<file path="config.mk">
export PLATFORM = sky130hd
export DESIGN_NAME = bitmap_run_length_encoder
export DESIGN_NICKNAME = d
export VERILOG_FILES = /design/src/rle_pkg.sv /design/src/rle_front.sv /design/src/rle_queue.sv /design/src/rle_back.sv /design/src/bitmap_run_length_encoder.sv
export SDC_FILE = /design/constraint.sdc
export NUM_CORES = 1
export LEC_CHECK = 0
export BUFFER_PORTS_ARGS = -buffer_cell sky130_fd_sc_hd__buf_2
export CORE_UTILIZATION = 60
export DETAILED_ROUTE_END_ITERATION = 8
export PLACE_DENSITY = 0.8
export REMOVE_ABC_BUFFERS = 1
export SYNTH_ARGS = -nofsm -noshare
export SYNTH_HDL_FRONTEND = slang
export SYNTH_SLANG_ARGS = --single-unit
export TNS_END_PERCENT = 1
</file>
<file path="constraint.sdc">
create_clock -name clk -period 6.38 [get_ports clk]
set_clock_uncertainty 0.15 [all_clocks]
set_input_delay 0 -clock clk [delete_from_list [all_inputs] [get_ports clk]]
set_output_delay 0 -clock clk [all_outputs]
set_load 0.005 [all_outputs]
</file>
<file path="src/rle_pkg.sv">
// ----------------------------------------------------------------------------
// rle_pkg: shared types and constants of the bitmap run-length encoder
// Code word layout, queue sizing and the request passed from front to queue.
// ----------------------------------------------------------------------------
package rle_pkg;

	localparam int PIXEL_W     = 8;
	localparam int LEN_W       = 7;
	localparam int CODE_W      = LEN_W + 1;
	localparam int MAX_RUN_DEF = 127;

	// Code queue: power of two, room for two codes per pixel plus slack
	localparam int QUEUE_DEPTH = 4;
	localparam int QPTR_W      = $clog2(QUEUE_DEPTH);
	localparam int QCNT_W      = QPTR_W + 1;

	typedef struct packed {
		logic              run_bit;
		logic [LEN_W-1:0]  run_len;
		logic              eoi;
	} code_t;

	// Up to two codes per pixel; slot 1 is only used when slot 0 is
	typedef struct packed {
		logic  wr0;
		logic  wr1;
		code_t c0;
		code_t c1;
	} queue_push_t;

endpackage

</file>
<file path="src/rle_front.sv">
// ----------------------------------------------------------------------------
// rle_front: pixel classifier
// Holds the open run and turns each accepted pixel into zero, one or two codes.
// ----------------------------------------------------------------------------
module rle_front #(
	parameter int MAX_RUN = rle_pkg::MAX_RUN_DEF
) (
	input  logic                         clk,
	input  logic                         arst_n,
	input  logic                         pixel_valid,
	input  logic [rle_pkg::PIXEL_W-1:0]  pixel,
	input  logic                         last_pixel,
	input  logic                         room,
	output logic                         pixel_stall,
	output rle_pkg::queue_push_t         push
);
	import rle_pkg::*;

	logic             bit_q;
	logic [LEN_W-1:0] len_q;

	logic             accept;
	logic             pix_bit;
	logic             change;
	logic [LEN_W-1:0] base_len;
	logic             run_bit;
	logic [LEN_W-1:0] new_len;
	logic             close;
	code_t            old_code;
	code_t            cur_code;

	assign pixel_stall = !room;
	assign accept      = pixel_valid && room;

	assign pix_bit  = |pixel;
	assign change   = (len_q != '0) && (pix_bit != bit_q);
	assign base_len = change ? '0 : len_q;
	assign run_bit  = (base_len == '0) ? pix_bit : bit_q;
	assign new_len  = base_len + LEN_W'(1);
	assign close    = (new_len >= LEN_W'(MAX_RUN)) || last_pixel;

	assign old_code = '{run_bit: bit_q, run_len: len_q, eoi: 1'b0};
	assign cur_code = '{run_bit: run_bit, run_len: new_len, eoi: last_pixel};

	always_comb begin
		push.wr0 = accept && (change || close);
		push.wr1 = accept && change && close;
		push.c0  = change ? old_code : cur_code;
		push.c1  = cur_code;
	end

	always_ff @(posedge clk or negedge arst_n) begin
		if (!arst_n) begin
			bit_q <= 1'b0;
			len_q <= '0;
		end else if (accept) begin
			bit_q <= run_bit;
			len_q <= close ? '0 : new_len;
		end
	end

	// An open run never reaches the limit without having been closed
	assert property (@(posedge clk) disable iff (!arst_n)
		len_q < LEN_W'(MAX_RUN))
		else $error("open run at or beyond limit");

endmodule

</file>
<file path="src/rle_queue.sv">
// ----------------------------------------------------------------------------
// rle_queue: code queue
// Small circular buffer taking up to two codes a cycle and giving one.
// ----------------------------------------------------------------------------
module rle_queue (
	input  logic                  clk,
	input  logic                  arst_n,
	input  rle_pkg::queue_push_t  push,
	input  logic                  pop,
	output logic                  room,
	output logic                  not_empty,
	output rle_pkg::code_t        head
);
	import rle_pkg::*;

	code_t             mem [QUEUE_DEPTH];
	logic [QPTR_W-1:0] wr_ptr_q;
	logic [QPTR_W-1:0] rd_ptr_q;
	logic [QCNT_W-1:0] count_q;
	logic [QPTR_W-1:0] wr_ptr_nx;

	assign room      = count_q <= QCNT_W'(QUEUE_DEPTH - 2);
	assign not_empty = count_q != '0;
	assign head      = mem[rd_ptr_q];
	assign wr_ptr_nx = wr_ptr_q + QPTR_W'(1);

	always_ff @(posedge clk) begin
		if (push.wr0) begin
			mem[wr_ptr_q] <= push.c0;
		end
		if (push.wr1) begin
			mem[wr_ptr_nx] <= push.c1;
		end
	end

	always_ff @(posedge clk or negedge arst_n) begin
		if (!arst_n) begin
			wr_ptr_q <= '0;
			rd_ptr_q <= '0;
			count_q  <= '0;
		end else begin
			wr_ptr_q <= wr_ptr_q + QPTR_W'(push.wr0) + QPTR_W'(push.wr1);
			rd_ptr_q <= rd_ptr_q + QPTR_W'(pop);
			count_q  <= count_q + QCNT_W'(push.wr0) + QCNT_W'(push.wr1) - QCNT_W'(pop);
		end
	end

	assert property (@(posedge clk) disable iff (!arst_n)
		count_q <= QCNT_W'(QUEUE_DEPTH))
		else $error("code queue overflow");

	assert property (@(posedge clk) disable iff (!arst_n)
		pop |-> not_empty)
		else $error("pop from empty code queue");

	assert property (@(posedge clk) disable iff (!arst_n)
		push.wr1 |-> (push.wr0 && room))
		else $error("second code pushed without first or without room");

endmodule

</file>
<file path="src/rle_back.sv">
// ----------------------------------------------------------------------------
// rle_back: code output stage
// Moves the queue head into the output register whenever that register frees.
// ----------------------------------------------------------------------------
module rle_back (
	input  logic                         clk,
	input  logic                         arst_n,
	input  logic                         not_empty,
	input  rle_pkg::code_t               head,
	output logic                         pop,
	input  logic                         code_stall,
	output logic                         code_valid,
	output logic [rle_pkg::CODE_W-1:0]   code_byte,
	output logic                         end_of_image
);
	import rle_pkg::*;

	logic  valid_q;
	code_t out_q;

	assign pop          = not_empty && (!valid_q || !code_stall);
	assign code_valid   = valid_q;
	assign code_byte    = {out_q.run_bit, out_q.run_len};
	assign end_of_image = out_q.eoi;

	always_ff @(posedge clk or negedge arst_n) begin
		if (!arst_n) begin
			valid_q <= 1'b0;
		end else if (!valid_q || !code_stall) begin
			valid_q <= not_empty;
		end
	end

	always_ff @(posedge clk) begin
		if (pop) begin
			out_q <= head;
		end
	end

	// Every code carries a run of at least one pixel
	assert property (@(posedge clk) disable iff (!arst_n)
		valid_q |-> (out_q.run_len != '0))
		else $error("empty run on output");

endmodule

</file>
<file path="src/bitmap_run_length_encoder.sv">
// ----------------------------------------------------------------------------
// bitmap_run_length_encoder: run-length coder for glyph bitmaps
// Turns a pixel stream into code bytes of run bit and run length 1..MAX_RUN.
// ----------------------------------------------------------------------------
//
//  channel | handshake                | payload
//  --------+--------------------------+---------------------------
//  pixel   | pixel_valid / pixel_stall | pixel[7:0], last_pixel
//  code    | code_valid / code_stall   | code_byte[7:0], end_of_image
//
//  Cycles: one pixel request per clock while pixel_stall is low; a pixel yields 0, 1 or 2 codes.
//  Codes leave one per clock while code_stall is low, from a registered output;
//  each passes through the four-entry code queue and then the output register.
//  pixel_stall rises while the queue has room for fewer than two codes.
//  Reset (arst_n low) discards any open run without a code and empties the queue.
//  A stall on the code side holds the output code and backs up into the queue.
//
module bitmap_run_length_encoder #(
	parameter int MAX_RUN = rle_pkg::MAX_RUN_DEF
) (
	input  logic                         clk,
	input  logic                         arst_n,
	input  logic                         pixel_valid,
	output logic                         pixel_stall,
	input  logic [rle_pkg::PIXEL_W-1:0]  pixel,
	input  logic                         last_pixel,
	output logic                         code_valid,
	input  logic                         code_stall,
	output logic [rle_pkg::CODE_W-1:0]   code_byte,
	output logic                         end_of_image
);
	import rle_pkg::*;

	queue_push_t push;
	logic        room;
	logic        not_empty;
	logic        pop;
	code_t       head;

	// Front: classify each pixel request against the open run
	rle_front #(
		.MAX_RUN (MAX_RUN)
	) u_front (
		.clk         (clk),
		.arst_n      (arst_n),
		.pixel_valid (pixel_valid),
		.pixel       (pixel),
		.last_pixel  (last_pixel),
		.room        (room),
		.pixel_stall (pixel_stall),
		.push        (push)
	);

	// Queue: decouple the two sides so each may stall on its own
	rle_queue u_queue (
		.clk       (clk),
		.arst_n    (arst_n),
		.push      (push),
		.pop       (pop),
		.room      (room),
		.not_empty (not_empty),
		.head      (head)
	);

	// Back: hold one code in the output register until taken
	rle_back u_back (
		.clk          (clk),
		.arst_n       (arst_n),
		.not_empty    (not_empty),
		.head         (head),
		.pop          (pop),
		.code_stall   (code_stall),
		.code_valid   (code_valid),
		.code_byte    (code_byte),
		.end_of_image (end_of_image)
	);

endmodule

</file>
==> impl_metrics.py <==
metrics = {
    "status": {
        "status": "complete, no violations",
    },
    "finish": {
        "insertedDiodeCount": 0,
        "fin_util": 0.708,
        "fin_nets": 310,
        "syn2layout_area_growth_pct": 12.5,
        "drive_gt1_frac": 0.229,
        "fin_area_sq_um": 3640,
    },
    "floorplan": {
        "die_area_sq_um": 5690,
        "core_sq_um": 5140,
        "ios": 24,
        "die_w_um": 75.5,
        "row_count": 26,
        "initial_core_util": 0.630,
        "fp.dieH_um": 75.5,
    },
    "global_routing": {
        "grt_remaining_overflow": 0,
        "grt_pass1_vias": 2166,
        "grt_pass1_wl_um": 11100,
        "grt_use_total": 0.278,
        "grt_max_degree": 18,
        "grt_antenna_before_repair": 0,
    },
    "worst_hold_path": {
        "min_path_type": "in -> reg",
    },
    "clocking": {
        "cts_max_path_buffers": 2,
        "tritoncts": "yes",
        "clock_latency_ns": 0.33,
        "cts_made_buffers": 9,
        "clk_pin_slew_ns": 0.07,
        "cts-root-buf": "clkbuf_8",
        "htreeDepth": 3,
        "clkSinkCount": 61,
    },
    "placement": {
        "gp_congestion": 0.923,
        "io_buffers": 23,
        "place_area_sq_um": 3400,
        "dp_hpwl_um": 4780,
    },
    "synthesis": {
        "synth.largest_area_cell": "edfxtp_1",
        "synth_edf_count": 45,
        "synthArstFlopShare": 0.262,
        "post_synth.cell_area_avg_sq_um": 12.4,
        "yosysSeqAreaShare": 0.541,
        "synth.area.top_cells": "edfxtp_1, dfrtp_1, mux4_2, a21oi_1, ha_1",
        "synth_cells": 261,
        "synth_warnings": 0,
        "ys_types": 52,
        "synth_area_sq_um": 3240,
        "yosysMostFrequentCell": "edfxtp_1",
        "synth_common_cells": "edfxtp_1, a21oi_1, nor2_1",
        "synth_seq_cells": 61,
        "synth_ff_type": "edfxtp_1",
        "yosysTopAreaCellShare": 0.417,
    },
    "drt": {
        "wl_per_cell_um": 18.9,
        "ant_nets": 0,
        "viasPerCell": 6.24,
        "wl_um": 6840,
        "first_pass_iters": 5,
        "drt_iter0_drc": 196,
        "drc": 0,
        "route.vias.total": 2260,
    },
    "job": {
        "cap_viol_max_count": 0,
    },
    "power_and_ir_drop": {
        "finalPower_uw": 1450,
        "ir_worst_vdd_mv": 0.231,
        "cellPowerDensity_nw_per_um2": 397,
        "power_leakage_uw": 0.00130,
    },
    "worst_setup_path": {
        "critPathKind": "reg -> reg",
        "worst-path-max-fanout": 10,
        "startpoint_type": "flop",
        "rrSetupSlack_ns": 1.56,
        "end_kind": "flop",
        "critPathRequiredTime_ns": 6.45,
        "arrival_ns": 4.89,
    },
    "timing": {
        "final.period_utilization": 0.756,
        "setup_viol_count_final": 0,
        "worst_slew_pin_slew_ns": 0.926,
        "rsz0062_at_grt": "false",
        "fin_crit_ns": 4.82,
        "slew_violations": 0,
        "hold_violations": 0,
        "fmax_ghz": 0.207,
        "maxSlewHeadroom": 0.380,
        "whs_ns": 0.0305,
        "setup_tns_ns": 0,
    },
}
==> report_power, final <==
group / leakage, uW / total [uW] / internal [uW] / switching, uW
sequential: 0.000596 / 650 / 550 / 99.4
clock: 0.0000907 / 325 / 178 / 147
combinational: 0.000616 / 471 / 214 / 257
total: 0.00130 / 1450 / 942 / 504
==> cell families (layout without fill, tap and decap cells) <==
family	count (synthesis)	in the layout	share of synthesized area
fa+ha+maj	10	10	0.0456
flops	61	61	0.541
simple gates	75	75	0.132
compound gates	64	64	0.140
mux	15	15	0.0827
xor+xnor	9	9	0.0244
buf+inv	27	58	0.0344
==> worst max-delay path, cell delays in order, from the launching register on <==
cell and delay, ns:
dfrtp_1 0.47, nor4_1 0.33, and2_0 0.41, nor3_4 0.12
inv_2 0.17, ha_1 0.37, inv_1 0.11, ha_1 0.40
nor2_1 0.07, o211ai_1 0.30, a2111oi_4 0.08, o31ai_2 0.50
ha_1 0.20, inv_1 0.05, fa_1 0.39, fa_1 0.44
xnor2_1 0.14
==> layer usage <==
layer,track usage,share of wire,up-vias
met5,0,0,-
met4,0.101,0.023,0
met3,0.0728,0.066,16
met2,0.443,0.49,95
met1,0.372,0.42,1093
li1,-,-,1056
==> registers in the layout, summed over array words and instances (netlist names) <==
name	cells
u_back.code_valid	1
u_back.code_byte	8
u_back.end_of_image	1
u_front.len_q	7
u_queue.count_q	3
u_front.bit_q	1
u_queue.rd_ptr_q	2
u_queue.mem	36
u_queue.wr_ptr_q	2
==> path summary, 6_finish.rpt <==
path                              startpoint  cells after the start                   to
max in group asynchronous             arst_n                      3  u_queue.rd_ptr_q[1]
min reg2reg                u_back.code_valid                      2    u_back.code_valid
min in group asynchronous             arst_n                      3        u_front.bit_q
max reg2reg                 u_front.len_q[4]                     16   u_queue.count_q[2]
min                               last_pixel                      2    u_queue.mem[2][0]
max                         u_front.len_q[4]                     16   u_queue.count_q[2]
==> cell usage in the layout (no fill, tap or decap), types with 3 or more instances in the layout <==
master and n:
edfxtp_1 45, a21oi_1 26, buf_2 23, nor2_1 20, dfrtp_1 16, nand2_1 14, inv_1 9, mux4_2 9
clkbuf_8 9, nor2b_1 7, ha_1 7, o31ai_1 6, dlygate4sd3_1 6, xor2_1 5, nor4_1 5, o21ai_0 4
xnor2_1 4, o2111ai_1 4, nand4_1 4, a311oi_1 4, mux2_2 4, and2_1 3, a31oi_1 3, fa_1 3
buf_4 3
==> metrics by stage <==
step,instances,setup WS (ns)
finish,362,1.56
global placement,340,1.76
detailed placement,340,1.64
CTS,362,1.60
global route,362,1.17
floorplan,244,2.08
==> what timing repair did <==
item,in CTS,in global routing
hold buffers,6,0
hold endpoints to repair,18,0
resized for setup,0,0
setup buffers,0,0
==> final cells by class <==
cell class | count | area, sq um
Clock inverter | 5 | 51.3
Tap cell | 70 | 87.6
Clock buffer | 11 | 131
Timing Repair Buffer | 32 | 198
Inverter | 10 | 37.5
Fill cell | 386 | 1500
Sequential cell | 61 | 1750
Multi-Input combinational cell | 173 | 1380
(Power assumes the default switching activity.)
